File: src/rtl/core/bql_pkg.sv
package bql_pkg;

  localparam int unsigned SAMPLE_W = 24;
  localparam int unsigned DELAY_W  = 48;
  localparam int unsigned AXES     = 3;
  localparam int unsigned AX_W     = (AXES > 1) ? $clog2(AXES) : 1;
  localparam int unsigned COEF_W   = 32;
  localparam int unsigned CFG_W    = 32;
  localparam int unsigned CFG_IDX_W = 3;

  // delays are split in halves so every product stays near 32x32
  localparam int unsigned HALF_W   = DELAY_W / 2;
  localparam int unsigned MA_W     = ((SAMPLE_W > HALF_W) ? SAMPLE_W : HALF_W) + 1;
  localparam int unsigned MB_W     = COEF_W + 1;
  localparam int unsigned PROD_W   = MA_W + MB_W;
  localparam int unsigned ACC_FRAC = 40;
  localparam int unsigned W0_SHIFT = 28;
  localparam int unsigned ACC_W    = DELAY_W + COEF_W + 4;

  localparam int unsigned PC_W     = 5;

  typedef enum logic [CFG_IDX_W-1:0] {
    CFG_A1     = 3'd0,
    CFG_A2     = 3'd1,
    CFG_B0     = 3'd2,
    CFG_B1     = 3'd3,
    CFG_B2     = 3'd4,
    CFG_GAIN   = 3'd5,
    CFG_BYPASS = 3'd6
  } cfg_idx_e;

  typedef struct packed {
    logic signed [SAMPLE_W-1:0] sample_x;
    logic signed [SAMPLE_W-1:0] sample_y;
    logic signed [SAMPLE_W-1:0] sample_z;
    logic                       restart;
  } in_item_t;

  typedef struct packed {
    logic signed [SAMPLE_W-1:0] filtered_x;
    logic signed [SAMPLE_W-1:0] filtered_y;
    logic signed [SAMPLE_W-1:0] filtered_z;
  } out_item_t;

  typedef struct packed {
    logic signed [COEF_W-1:0] a1;
    logic signed [COEF_W-1:0] a2;
    logic signed [COEF_W-1:0] b0;
    logic signed [COEF_W-1:0] b1;
    logic signed [COEF_W-1:0] b2;
    logic        [COEF_W-1:0] gain;
  } coef_t;

  typedef enum logic [2:0] {
    ACC_NOP,
    ACC_LOAD_X,
    ACC_LOAD_P,
    ACC_CLEAR,
    ACC_ADD,
    ACC_SUB
  } acc_op_e;

  typedef enum logic [2:0] {
    MA_NONE,
    MA_X,
    MA_D1L,
    MA_D1H,
    MA_D2L,
    MA_D2H,
    MA_W0L,
    MA_W0H
  } ma_sel_e;

  typedef enum logic [2:0] {
    MB_GAIN,
    MB_A1,
    MB_A2,
    MB_B0,
    MB_B1,
    MB_B2
  } mb_sel_e;

  typedef enum logic [1:0] {
    WR_NONE,
    WR_W0,
    WR_PRELOAD,
    WR_RESULT
  } wr_e;

  typedef enum logic [1:0] {
    JMP_NEXT,
    JMP_AXIS,
    JMP_WAIT
  } jmp_e;

  typedef struct packed {
    acc_op_e         acc_op;
    logic            shift_hi;
    ma_sel_e         ma;
    mb_sel_e         mb;
    wr_e             wr;
    jmp_e            jmp;
    logic [PC_W-1:0] tgt;
  } ucw_t;

  typedef struct packed {
    ucw_t            uc;
    logic [AX_W-1:0] ax;
    logic            start;
    logic            bypass;
    logic            ld_out;
  } seq_ctl_t;

  // program entry points
  localparam logic [PC_W-1:0] PC_PRE  = 5'd0;
  localparam logic [PC_W-1:0] PC_FLT  = 5'd3;
  localparam logic [PC_W-1:0] PC_DONE = 5'd17;

  function automatic ucw_t mk(input acc_op_e op, input logic sh, input ma_sel_e ma,
                              input mb_sel_e mb, input wr_e wr, input jmp_e jmp,
                              input logic [PC_W-1:0] tgt);
    ucw_t w;
    w.acc_op   = op;
    w.shift_hi = sh;
    w.ma       = ma;
    w.mb       = mb;
    w.wr       = wr;
    w.jmp      = jmp;
    w.tgt      = tgt;
    return w;
  endfunction

  // accumulate fields act on the product issued by the previous step
  function automatic ucw_t ucode(input logic [PC_W-1:0] pc);
    ucw_t w;
    case (pc)
      // preload: delays <- sat(x * init_gain)
      5'd0:  w = mk(ACC_NOP,    1'b0, MA_X,    MB_GAIN, WR_NONE,    JMP_NEXT, PC_PRE);
      5'd1:  w = mk(ACC_LOAD_P, 1'b0, MA_NONE, MB_GAIN, WR_NONE,    JMP_NEXT, PC_PRE);
      5'd2:  w = mk(ACC_NOP,    1'b0, MA_NONE, MB_GAIN, WR_PRELOAD, JMP_AXIS, PC_PRE);
      // w0 = x - a1*w1 - a2*w2
      5'd3:  w = mk(ACC_LOAD_X, 1'b0, MA_D1L,  MB_A1,   WR_NONE,    JMP_NEXT, PC_FLT);
      5'd4:  w = mk(ACC_SUB,    1'b0, MA_D1H,  MB_A1,   WR_NONE,    JMP_NEXT, PC_FLT);
      5'd5:  w = mk(ACC_SUB,    1'b1, MA_D2L,  MB_A2,   WR_NONE,    JMP_NEXT, PC_FLT);
      5'd6:  w = mk(ACC_SUB,    1'b0, MA_D2H,  MB_A2,   WR_NONE,    JMP_NEXT, PC_FLT);
      5'd7:  w = mk(ACC_SUB,    1'b1, MA_NONE, MB_A2,   WR_NONE,    JMP_NEXT, PC_FLT);
      5'd8:  w = mk(ACC_CLEAR,  1'b0, MA_NONE, MB_A2,   WR_W0,      JMP_NEXT, PC_FLT);
      // y = b0*w0 + b1*w1 + b2*w2
      5'd9:  w = mk(ACC_NOP,    1'b0, MA_W0L,  MB_B0,   WR_NONE,    JMP_NEXT, PC_FLT);
      5'd10: w = mk(ACC_ADD,    1'b0, MA_W0H,  MB_B0,   WR_NONE,    JMP_NEXT, PC_FLT);
      5'd11: w = mk(ACC_ADD,    1'b1, MA_D1L,  MB_B1,   WR_NONE,    JMP_NEXT, PC_FLT);
      5'd12: w = mk(ACC_ADD,    1'b0, MA_D1H,  MB_B1,   WR_NONE,    JMP_NEXT, PC_FLT);
      5'd13: w = mk(ACC_ADD,    1'b1, MA_D2L,  MB_B2,   WR_NONE,    JMP_NEXT, PC_FLT);
      5'd14: w = mk(ACC_ADD,    1'b0, MA_D2H,  MB_B2,   WR_NONE,    JMP_NEXT, PC_FLT);
      5'd15: w = mk(ACC_ADD,    1'b1, MA_NONE, MB_B2,   WR_NONE,    JMP_NEXT, PC_FLT);
      5'd16: w = mk(ACC_NOP,    1'b0, MA_NONE, MB_B2,   WR_RESULT,  JMP_AXIS, PC_FLT);
      // hand the item to the output register
      5'd17: w = mk(ACC_NOP,    1'b0, MA_NONE, MB_GAIN, WR_NONE,    JMP_WAIT, PC_DONE);
      default: w = mk(ACC_NOP,  1'b0, MA_NONE, MB_GAIN, WR_NONE,    JMP_WAIT, PC_DONE);
    endcase
    return w;
  endfunction

endpackage

File: src/rtl/core/bql_seq.sv
module bql_seq (
  input  logic                 clk_i,
  input  logic                 rst_ni,
  input  logic                 start_i,
  input  logic                 bypass_i,
  input  logic                 restart_i,
  input  logic                 out_free_i,
  output logic                 busy_o,
  output bql_pkg::seq_ctl_t    ctl_o
);

  logic                         busy_q, busy_d;
  logic                         primed_q, primed_d;
  logic [bql_pkg::PC_W-1:0]     pc_q, pc_d;
  logic [bql_pkg::AX_W-1:0]     ax_q, ax_d;
  bql_pkg::ucw_t                uc;
  logic                         last_ax;
  logic                         ld_out;

  assign uc      = bql_pkg::ucode(pc_q);
  assign last_ax = (ax_q == bql_pkg::AX_W'(bql_pkg::AXES - 1));
  assign ld_out  = busy_q && (uc.jmp == bql_pkg::JMP_WAIT) && out_free_i;

  always_comb begin
    busy_d   = busy_q;
    primed_d = primed_q;
    pc_d     = pc_q;
    ax_d     = ax_q;
    if (start_i) begin
      busy_d = 1'b1;
      ax_d   = '0;
      if (bypass_i) begin
        pc_d     = bql_pkg::PC_DONE;
        primed_d = primed_q && !restart_i;
      end else begin
        pc_d     = (restart_i || !primed_q) ? bql_pkg::PC_PRE : bql_pkg::PC_FLT;
        primed_d = 1'b1;
      end
    end else if (busy_q) begin
      case (uc.jmp)
        bql_pkg::JMP_NEXT: begin
          pc_d = pc_q + 1'b1;
        end
        bql_pkg::JMP_AXIS: begin
          if (last_ax) begin
            ax_d = '0;
            pc_d = pc_q + 1'b1;
          end else begin
            ax_d = ax_q + 1'b1;
            pc_d = uc.tgt;
          end
        end
        bql_pkg::JMP_WAIT: begin
          if (out_free_i) begin
            busy_d = 1'b0;
          end
        end
        default: begin
          busy_d = 1'b0;
        end
      endcase
    end
  end

  always_ff @(posedge clk_i or negedge rst_ni) begin
    if (!rst_ni) begin
      busy_q   <= 1'b0;
      primed_q <= 1'b0;
      pc_q     <= bql_pkg::PC_DONE;
      ax_q     <= '0;
    end else begin
      busy_q   <= busy_d;
      primed_q <= primed_d;
      pc_q     <= pc_d;
      ax_q     <= ax_d;
    end
  end

  assign busy_o        = busy_q;
  assign ctl_o.uc      = busy_q ? uc : bql_pkg::ucode(bql_pkg::PC_DONE);
  assign ctl_o.ax      = ax_q;
  assign ctl_o.start   = start_i;
  assign ctl_o.bypass  = bypass_i;
  assign ctl_o.ld_out  = ld_out;

endmodule

File: src/rtl/core/bql_dp.sv
module bql_dp (
  input  logic                 clk_i,
  input  logic                 rst_ni,
  input  bql_pkg::seq_ctl_t    ctl_i,
  input  bql_pkg::coef_t       coef_i,
  input  bql_pkg::in_item_t    item_i,
  output bql_pkg::out_item_t   res_o
);

  localparam int unsigned SW = bql_pkg::SAMPLE_W;
  localparam int unsigned DW = bql_pkg::DELAY_W;
  localparam int unsigned HW = bql_pkg::HALF_W;
  localparam int unsigned AW = bql_pkg::ACC_W;
  localparam int unsigned PW = bql_pkg::PROD_W;

  logic signed [SW-1:0]          x_q   [bql_pkg::AXES];
  logic signed [SW-1:0]          res_q [bql_pkg::AXES];
  logic signed [DW-1:0]          d1_q  [bql_pkg::AXES];
  logic signed [DW-1:0]          d2_q  [bql_pkg::AXES];
  logic signed [DW-1:0]          w0_q;
  logic signed [PW-1:0]          prod_q;
  logic signed [AW-1:0]          acc_q, acc_d;

  logic signed [SW-1:0]          x_sel;
  logic signed [DW-1:0]          d1_sel, d2_sel;
  logic signed [bql_pkg::MA_W-1:0] ma;
  logic signed [bql_pkg::MB_W-1:0] mb;
  logic signed [PW-1:0]          prod_d;
  logic signed [AW-1:0]          p_ext, p_sh, x_ext;
  logic signed [AW-1:0]          half, rsum, rsh;
  logic signed [DW-1:0]          sat_d;
  logic signed [SW-1:0]          sat_s;
  logic                          ovf_d, ovf_s;

  assign x_sel  = x_q[ctl_i.ax];
  assign d1_sel = d1_q[ctl_i.ax];
  assign d2_sel = d2_q[ctl_i.ax];

  function automatic logic signed [bql_pkg::MA_W-1:0] lo_half(input logic [DW-1:0] v);
    return bql_pkg::MA_W'({1'b0, v[HW-1:0]});
  endfunction

  function automatic logic signed [bql_pkg::MA_W-1:0] hi_half(input logic [DW-1:0] v);
    return bql_pkg::MA_W'($signed(v[DW-1:HW]));
  endfunction

  // operand selection and multiplier
  always_comb begin
    case (ctl_i.uc.ma)
      bql_pkg::MA_X:   ma = bql_pkg::MA_W'(x_sel);
      bql_pkg::MA_D1L: ma = lo_half(d1_sel);
      bql_pkg::MA_D1H: ma = hi_half(d1_sel);
      bql_pkg::MA_D2L: ma = lo_half(d2_sel);
      bql_pkg::MA_D2H: ma = hi_half(d2_sel);
      bql_pkg::MA_W0L: ma = lo_half(w0_q);
      bql_pkg::MA_W0H: ma = hi_half(w0_q);
      default:         ma = '0;
    endcase
    case (ctl_i.uc.mb)
      bql_pkg::MB_GAIN: mb = $signed({1'b0, coef_i.gain});
      bql_pkg::MB_A1:   mb = bql_pkg::MB_W'(coef_i.a1);
      bql_pkg::MB_A2:   mb = bql_pkg::MB_W'(coef_i.a2);
      bql_pkg::MB_B0:   mb = bql_pkg::MB_W'(coef_i.b0);
      bql_pkg::MB_B1:   mb = bql_pkg::MB_W'(coef_i.b1);
      bql_pkg::MB_B2:   mb = bql_pkg::MB_W'(coef_i.b2);
      default:          mb = '0;
    endcase
    prod_d = PW'(ma) * PW'(mb);
  end

  // accumulator
  always_comb begin
    p_ext = AW'(prod_q);
    p_sh  = ctl_i.uc.shift_hi ? (p_ext <<< HW) : p_ext;
    x_ext = AW'(x_sel) <<< bql_pkg::ACC_FRAC;
    case (ctl_i.uc.acc_op)
      bql_pkg::ACC_LOAD_X: acc_d = x_ext;
      bql_pkg::ACC_LOAD_P: acc_d = p_ext;
      bql_pkg::ACC_CLEAR:  acc_d = '0;
      bql_pkg::ACC_ADD:    acc_d = acc_q + p_sh;
      bql_pkg::ACC_SUB:    acc_d = acc_q - p_sh;
      default:             acc_d = acc_q;
    endcase
  end

  // round half up, shift, saturate
  always_comb begin
    case (ctl_i.uc.wr)
      bql_pkg::WR_W0:     half = AW'(1) <<< (bql_pkg::W0_SHIFT - 1);
      bql_pkg::WR_RESULT: half = AW'(1) <<< (bql_pkg::ACC_FRAC - 1);
      default:            half = '0;
    endcase
    rsum = acc_q + half;
    case (ctl_i.uc.wr)
      bql_pkg::WR_W0:     rsh = rsum >>> bql_pkg::W0_SHIFT;
      bql_pkg::WR_RESULT: rsh = rsum >>> bql_pkg::ACC_FRAC;
      default:            rsh = rsum;
    endcase
    ovf_d = !((&rsh[AW-1:DW-1]) || !(|rsh[AW-1:DW-1]));
    ovf_s = !((&rsh[AW-1:SW-1]) || !(|rsh[AW-1:SW-1]));
    if (ovf_d) begin
      sat_d = rsh[AW-1] ? {1'b1, {(DW-1){1'b0}}} : {1'b0, {(DW-1){1'b1}}};
    end else begin
      sat_d = rsh[DW-1:0];
    end
    if (ovf_s) begin
      sat_s = rsh[AW-1] ? {1'b1, {(SW-1){1'b0}}} : {1'b0, {(SW-1){1'b1}}};
    end else begin
      sat_s = rsh[SW-1:0];
    end
  end

  always_ff @(posedge clk_i) begin
    prod_q <= prod_d;
    acc_q  <= acc_d;
    if (ctl_i.uc.wr == bql_pkg::WR_W0) begin
      w0_q <= sat_d;
    end
    if (ctl_i.start) begin
      x_q[0] <= item_i.sample_x;
      x_q[1] <= item_i.sample_y;
      x_q[2] <= item_i.sample_z;
      if (ctl_i.bypass) begin
        res_q[0] <= item_i.sample_x;
        res_q[1] <= item_i.sample_y;
        res_q[2] <= item_i.sample_z;
      end
    end else if (ctl_i.uc.wr == bql_pkg::WR_RESULT) begin
      res_q[ctl_i.ax] <= sat_s;
    end
  end

  always_ff @(posedge clk_i or negedge rst_ni) begin
    if (!rst_ni) begin
      for (int i = 0; i < bql_pkg::AXES; i++) begin
        d1_q[i] <= '0;
        d2_q[i] <= '0;
      end
    end else if (!ctl_i.start) begin
      case (ctl_i.uc.wr)
        bql_pkg::WR_PRELOAD: begin
          d1_q[ctl_i.ax] <= sat_d;
          d2_q[ctl_i.ax] <= sat_d;
        end
        bql_pkg::WR_RESULT: begin
          d1_q[ctl_i.ax] <= w0_q;
          d2_q[ctl_i.ax] <= d1_sel;
        end
        default: begin
        end
      endcase
    end
  end

  assign res_o.filtered_x = res_q[0];
  assign res_o.filtered_y = res_q[1];
  assign res_o.filtered_z = res_q[2];

endmodule

File: src/rtl/core/biquad_lowpass_3axis.sv
// channel   | valid        | stall        | payload
// ----------+--------------+--------------+---------------------------------------
// input     | in_valid_i   | in_stall_o   | in_item_i  (sample_x/y/z, restart)
// output    | out_valid_o  | out_stall_i  | out_item_o (filtered_x/y/z)
// config    | cfg_we_i     | (none)       | cfg_idx_i, cfg_wdata_i
//
// one item at a time: bypass skips the microcode and goes to the hand-off step; a filtered
// item runs 14 microcode steps per axis on the single 25x33 multiplier, plus one
// hand-off step, with the preload steps for every axis first when the delays are preloaded.
// in_stall_o is high from the accept until the result moves into the output register
// a stalled output holds the finished item; the next item can be accepted meanwhile
// reset is asynchronous, active low; it restores the register defaults (bypass on)
module biquad_lowpass_3axis (
  input  logic                              clk_i,
  input  logic                              rst_ni,
  input  logic                              in_valid_i,
  output logic                              in_stall_o,
  input  bql_pkg::in_item_t                 in_item_i,
  output logic                              out_valid_o,
  input  logic                              out_stall_i,
  output bql_pkg::out_item_t                out_item_o,
  input  logic                              cfg_we_i,
  input  logic [bql_pkg::CFG_IDX_W-1:0]     cfg_idx_i,
  input  logic [bql_pkg::CFG_W-1:0]         cfg_wdata_i
);

  // software-visible coefficient registers
  bql_pkg::coef_t      coef_q;
  logic                bypass_q;

  // sequencer and datapath
  bql_pkg::seq_ctl_t   ctl;
  bql_pkg::out_item_t  res;
  logic                busy;
  logic                in_acc;
  logic                out_free;

  // output register
  logic                out_valid_q;
  bql_pkg::out_item_t  out_q;

  assign in_acc   = in_valid_i && !busy;
  // output slot is free when empty or being drained this cycle
  assign out_free = !out_valid_q || !out_stall_i;

  always_ff @(posedge clk_i or negedge rst_ni) begin
    if (!rst_ni) begin
      coef_q   <= '0;
      bypass_q <= 1'b1;
    end else if (cfg_we_i) begin
      case (cfg_idx_i)
        bql_pkg::CFG_A1:     coef_q.a1   <= cfg_wdata_i;
        bql_pkg::CFG_A2:     coef_q.a2   <= cfg_wdata_i;
        bql_pkg::CFG_B0:     coef_q.b0   <= cfg_wdata_i;
        bql_pkg::CFG_B1:     coef_q.b1   <= cfg_wdata_i;
        bql_pkg::CFG_B2:     coef_q.b2   <= cfg_wdata_i;
        bql_pkg::CFG_GAIN:   coef_q.gain <= cfg_wdata_i;
        bql_pkg::CFG_BYPASS: bypass_q    <= cfg_wdata_i[0];
        default: begin
          // unmapped index, write dropped
        end
      endcase
    end
  end

  bql_seq u_seq (
    .clk_i      (clk_i),
    .rst_ni     (rst_ni),
    .start_i    (in_acc),
    .bypass_i   (bypass_q),
    .restart_i  (in_item_i.restart),
    .out_free_i (out_free),
    .busy_o     (busy),
    .ctl_o      (ctl)
  );

  bql_dp u_dp (
    .clk_i  (clk_i),
    .rst_ni (rst_ni),
    .ctl_i  (ctl),
    .coef_i (coef_q),
    .item_i (in_item_i),
    .res_o  (res)
  );

  // result moves in on the sequencer's hand-off step
  always_ff @(posedge clk_i or negedge rst_ni) begin
    if (!rst_ni) begin
      out_valid_q <= 1'b0;
    end else if (ctl.ld_out) begin
      out_valid_q <= 1'b1;
    end else if (!out_stall_i) begin
      out_valid_q <= 1'b0;
    end
  end

  always_ff @(posedge clk_i) begin
    if (ctl.ld_out) begin
      out_q <= res;
    end
  end

  assign in_stall_o  = busy;
  assign out_valid_o = out_valid_q;
  assign out_item_o  = out_q;

`ifndef SYNTH
  // an accepted item keeps the input stalled on the next cycle
  assert property (@(posedge clk_i) disable iff (!rst_ni)
    (in_valid_i && !in_stall_o) |=> in_stall_o)
    else $error("input not stalled after accept");

  // a hand-off never overwrites an item that is still stalled at the output
  assert property (@(posedge clk_i) disable iff (!rst_ni)
    ctl.ld_out |-> (!out_valid_q || !out_stall_i))
    else $error("output register overwritten");

  // a hand-off only happens while the sequencer is busy
  assert property (@(posedge clk_i) disable iff (!rst_ni)
    ctl.ld_out |-> busy)
    else $error("hand-off while idle");

  // the hand-off releases the input on the next cycle
  assert property (@(posedge clk_i) disable iff (!rst_ni)
    ctl.ld_out |=> !in_stall_o)
    else $error("sequencer stuck after hand-off");
`endif

endmodule

File: config.mk
export PLATFORM = sky130hd
export DESIGN_NAME = biquad_lowpass_3axis
export DESIGN_NICKNAME = d
export VERILOG_FILES = /design/src/rtl/core/bql_pkg.sv /design/src/rtl/core/bql_seq.sv /design/src/rtl/core/bql_dp.sv /design/src/rtl/core/biquad_lowpass_3axis.sv
export SDC_FILE = /design/constraint.sdc
export NUM_CORES = 2
export LEC_CHECK = 0
export BUFFER_PORTS_ARGS = -buffer_cell sky130_fd_sc_hd__buf_2
export CAP_MARGIN = 20
export CORE_MARGIN = 3
export CORE_UTILIZATION = 35
export CTS_BUF_LIST = sky130_fd_sc_hd__clkbuf_16
export DETAILED_ROUTE_END_ITERATION = 10
export PLACE_DENSITY_LB_ADDON = 0.25
export SLEW_MARGIN = 10
export SYNTH_ARGS = -nofsm -noshare
export SYNTH_HDL_FRONTEND = slang
export SYNTH_SLANG_ARGS = --single-unit
File: constraint.sdc
create_clock -name clk_i -period 10 [get_ports clk_i]
set_input_delay 2 -clock clk_i [delete_from_list [all_inputs] [get_ports clk_i]]
set_output_delay 2 -clock clk_i [all_outputs]
set_load 0.02 [all_outputs]
==> impl_metrics.toml <==
[yosys]
yosysSeqAreaShare = 0.303
ys_ff_latch = 897
netlist.top_cell.by_area = "fa_1"
synth_most_common_cell = "inv_1"
synth_edf_count = 348
ys_types = 94
synth_top_area_share = 0.214
async_flop_share = 0.547
synth_area_leaders = "fa_1 (21%), dfrtp_1 (15%), edfxtp_1 (13%)"
synth_common_cells = "inv_1 (931), nand2_1 (916), nor2_1 (865), fa_1 (844), dfrtp_1 (488)"
synthFlopType = "dfrtp_1"
avgSynthCellArea_sq_um = 9.59
syn-num-nets = 9447
netlist_instances = 8239
syn_area_sq_mm = 0.0790
yosysWarnings = 0

[final_layout]
area_growth_pct = 14.2
fin_area_sq_mm = 0.0902
fin_util = 0.404
nets = 9699
drive_gt1_frac = 0.146
fill_cells = 22062

[setup_path]
crit_start = "u_seq.pc_q[0]$_DFFE_PN1P_"
path_buf_inv = 14
slowest_stage = "fa_2"
cpPeakStageDelay_ns = 0.63
cp_top_family = "adder cells"
crit_path_max_fanout = 18
crit_end = "u_dp.prod_q[54]$_DFF_P_"
critPathKind = "flip-flop to flip-flop"
crit_cells = 41
cp-end-kind = "flip-flop"
required_ns = 10.64
arrival_ns = 10.23
r2r_cells = 41
r2r_slack_ns = 0.41
r2r_end = "u_dp.prod_q[54]$_DFF_P_"
crit_path_start_kind = "flip-flop"
r2r-start = "u_seq.pc_q[0]$_DFFE_PN1P_"

[floorplan]
die_w_um = 481
initial_core_util = 0.354
die_h_um = 481
io_pins = 187
rows = 173
core-area_sq_mm = 0.223
die_area_sq_mm = 0.231

[routing]
drt_first_pass_iters = 6
wire_per_inst_um = 24.1
vias_per_cell = 5.53
wl_um = 278000
drc = 0
first_iter_violations = 5853
ant_nets = 0
dr_total_vias = 63897

[clock_tree]
cts.clk_slew.worst_paths_ns = 0.06
cts.sinks = 897
cts_buffer_depth = 3
htreeDepth = 3
cts_tree = "built"
cts-root-buf = "clkbuf_16"
cts_hold_buf = 0
numCtsBuffers = 100
clk-insertion-delay-late_ns = 0.79

[placement]
place_area_sq_mm = 0.0864
port_buffers = 186
gp_congestion = 0.938
dpl.hpwl_um = 218000

[flow_run]
max-cap-violations = 0

[global_route]
grt_pass1_vias = 65097
track_usage = 0.237
grt_antenna_before_repair = 5
gr-total-overflow = 0
grt_pass1_wl_um = 421000
grt_max_degree = 84

[sta]
drv_slew = 0
skew_ns = 0.0799
timing.final.crit_period_ns = 9.59
setup_viol = 0
clock.fmax_ghz = 0.104
hold_violations = 0
relSlewSlack = 0.195
period_share = 0.959
tightest_slew_ns = 1.21

[hold_path]
hold_path.class = "flip-flop to flip-flop"
min-delay-start = "u_dp.res_q[0][0]$_DFFE_PP_"

[run_status]
status = "finished, final reports clean"
## per-layer routing
layer | up-vias | wire (um) | global-route usage
li1 | 28365 | - | -
met1 | 32682 | 123000 | 0.331
met2 | 2452 | 127000 | 0.378
met3 | 398 | 18500 | 0.0335
met4 | 0 | 10100 | 0.0797
met5 | - | 0 | 0
## repair_timing
item | in CTS | in global routing
endpoints found under the setup margin | 8 | 15
hold endpoints to repair | 0 | 0
buffers inserted | 0 | 9
resized for setup | 5 | 59
pin swaps | 0 | 17
## how the worst min path moves through the flow
stage	to	slack [ns]	cells past startpoint
3_3_place_gp	out_item_o[32]$_DFFE_PP_	0.40	0
2_1_floorplan	out_item_o[0]$_DFFE_PP_	0.40	0
6_report	out_item_o[48]$_DFFE_PP_	0.42	0
3_5_place_dp	out_item_o[23]$_DFFE_PP_	0.40	0
5_1_grt	out_item_o[26]$_DFFE_PP_	0.42	0
4_1_cts	out_item_o[26]$_DFFE_PP_	0.42	0
## cells in the final DEF (no fill, tap or decap), types with 147 or more instances in the layout
cell type,n
a21oi_1,344
a221o_1,240
buf_2,185
buf_4,444
dfrtp_1,486
edfxtp_1,348
fa_1,843
ha_1,249
inv_1,943
mux2_2,229
mux2i_1,228
nand2_1,910
nor2_1,860
o21ai_0,273
xnor2_1,147
## per-stage QoR
stage               hold WS (ns)  setup slack [ns]  TNS [ns]  std cells
global placement           0.401           -0.0703   -0.0703      11354
detailed placement         0.405            -0.183    -0.816      11354
floorplan                  0.400             0.175         0       8239
global route               0.422           -0.0126   -0.0197      11552
finish                     0.416             0.410         0      11556
CTS                        0.419            0.0178         0      11542
## registers in the layout, summed over array words and instances, names as in the netlist
name and flops:
coef_q 192, u_dp.d1_q 144, u_dp.d2_q 144, u_dp.acc_q 84
out_item_o 72, u_dp.res_q 72, u_dp.x_q 72, u_dp.prod_q 58
u_dp.w0_q 48, u_seq.pc_q 5, u_seq.ax_q 2, bypass_q 1
out_valid_o 1, u_seq.busy_o 1, u_seq.primed_q 1
## final cells by class
| type | instances | area [sq um] | area share |
|---|---|---|---|
| multi-input cells | 5874 | 50300 | 0.557 |
| flip-flops and latches | 897 | 23900 | 0.265 |
| repair buffers | 686 | 5340 | 0.0592 |
| well taps | 2975 | 3720 | 0.0413 |
| inverters | 932 | 3500 | 0.0388 |
| clock buffers | 105 | 2630 | 0.0291 |
| clock inverters | 83 | 813 | 0.00902 |
| diodes | 4 | 10.0 | 0.000111 |
## cell families (layout without fill, tap and decap cells)
logic type	count (synthesis)	count (layout)	synth area share
muxes	505	505	0.0690
and+or+nand+nor	2463	2463	0.139
DFF	897	897	0.303
buffers and inverters	1468	1806	0.0702
xor gates and xnor gates	260	260	0.0288
adders and majority gates	1095	1095	0.254
other	0	4	0
AOI/OAI and AO/OA	1551	1551	0.137
Power is left out: the tool's default activity adds up to more than one toggle a clock period on the data nets, which glitch-free logic cannot reach.
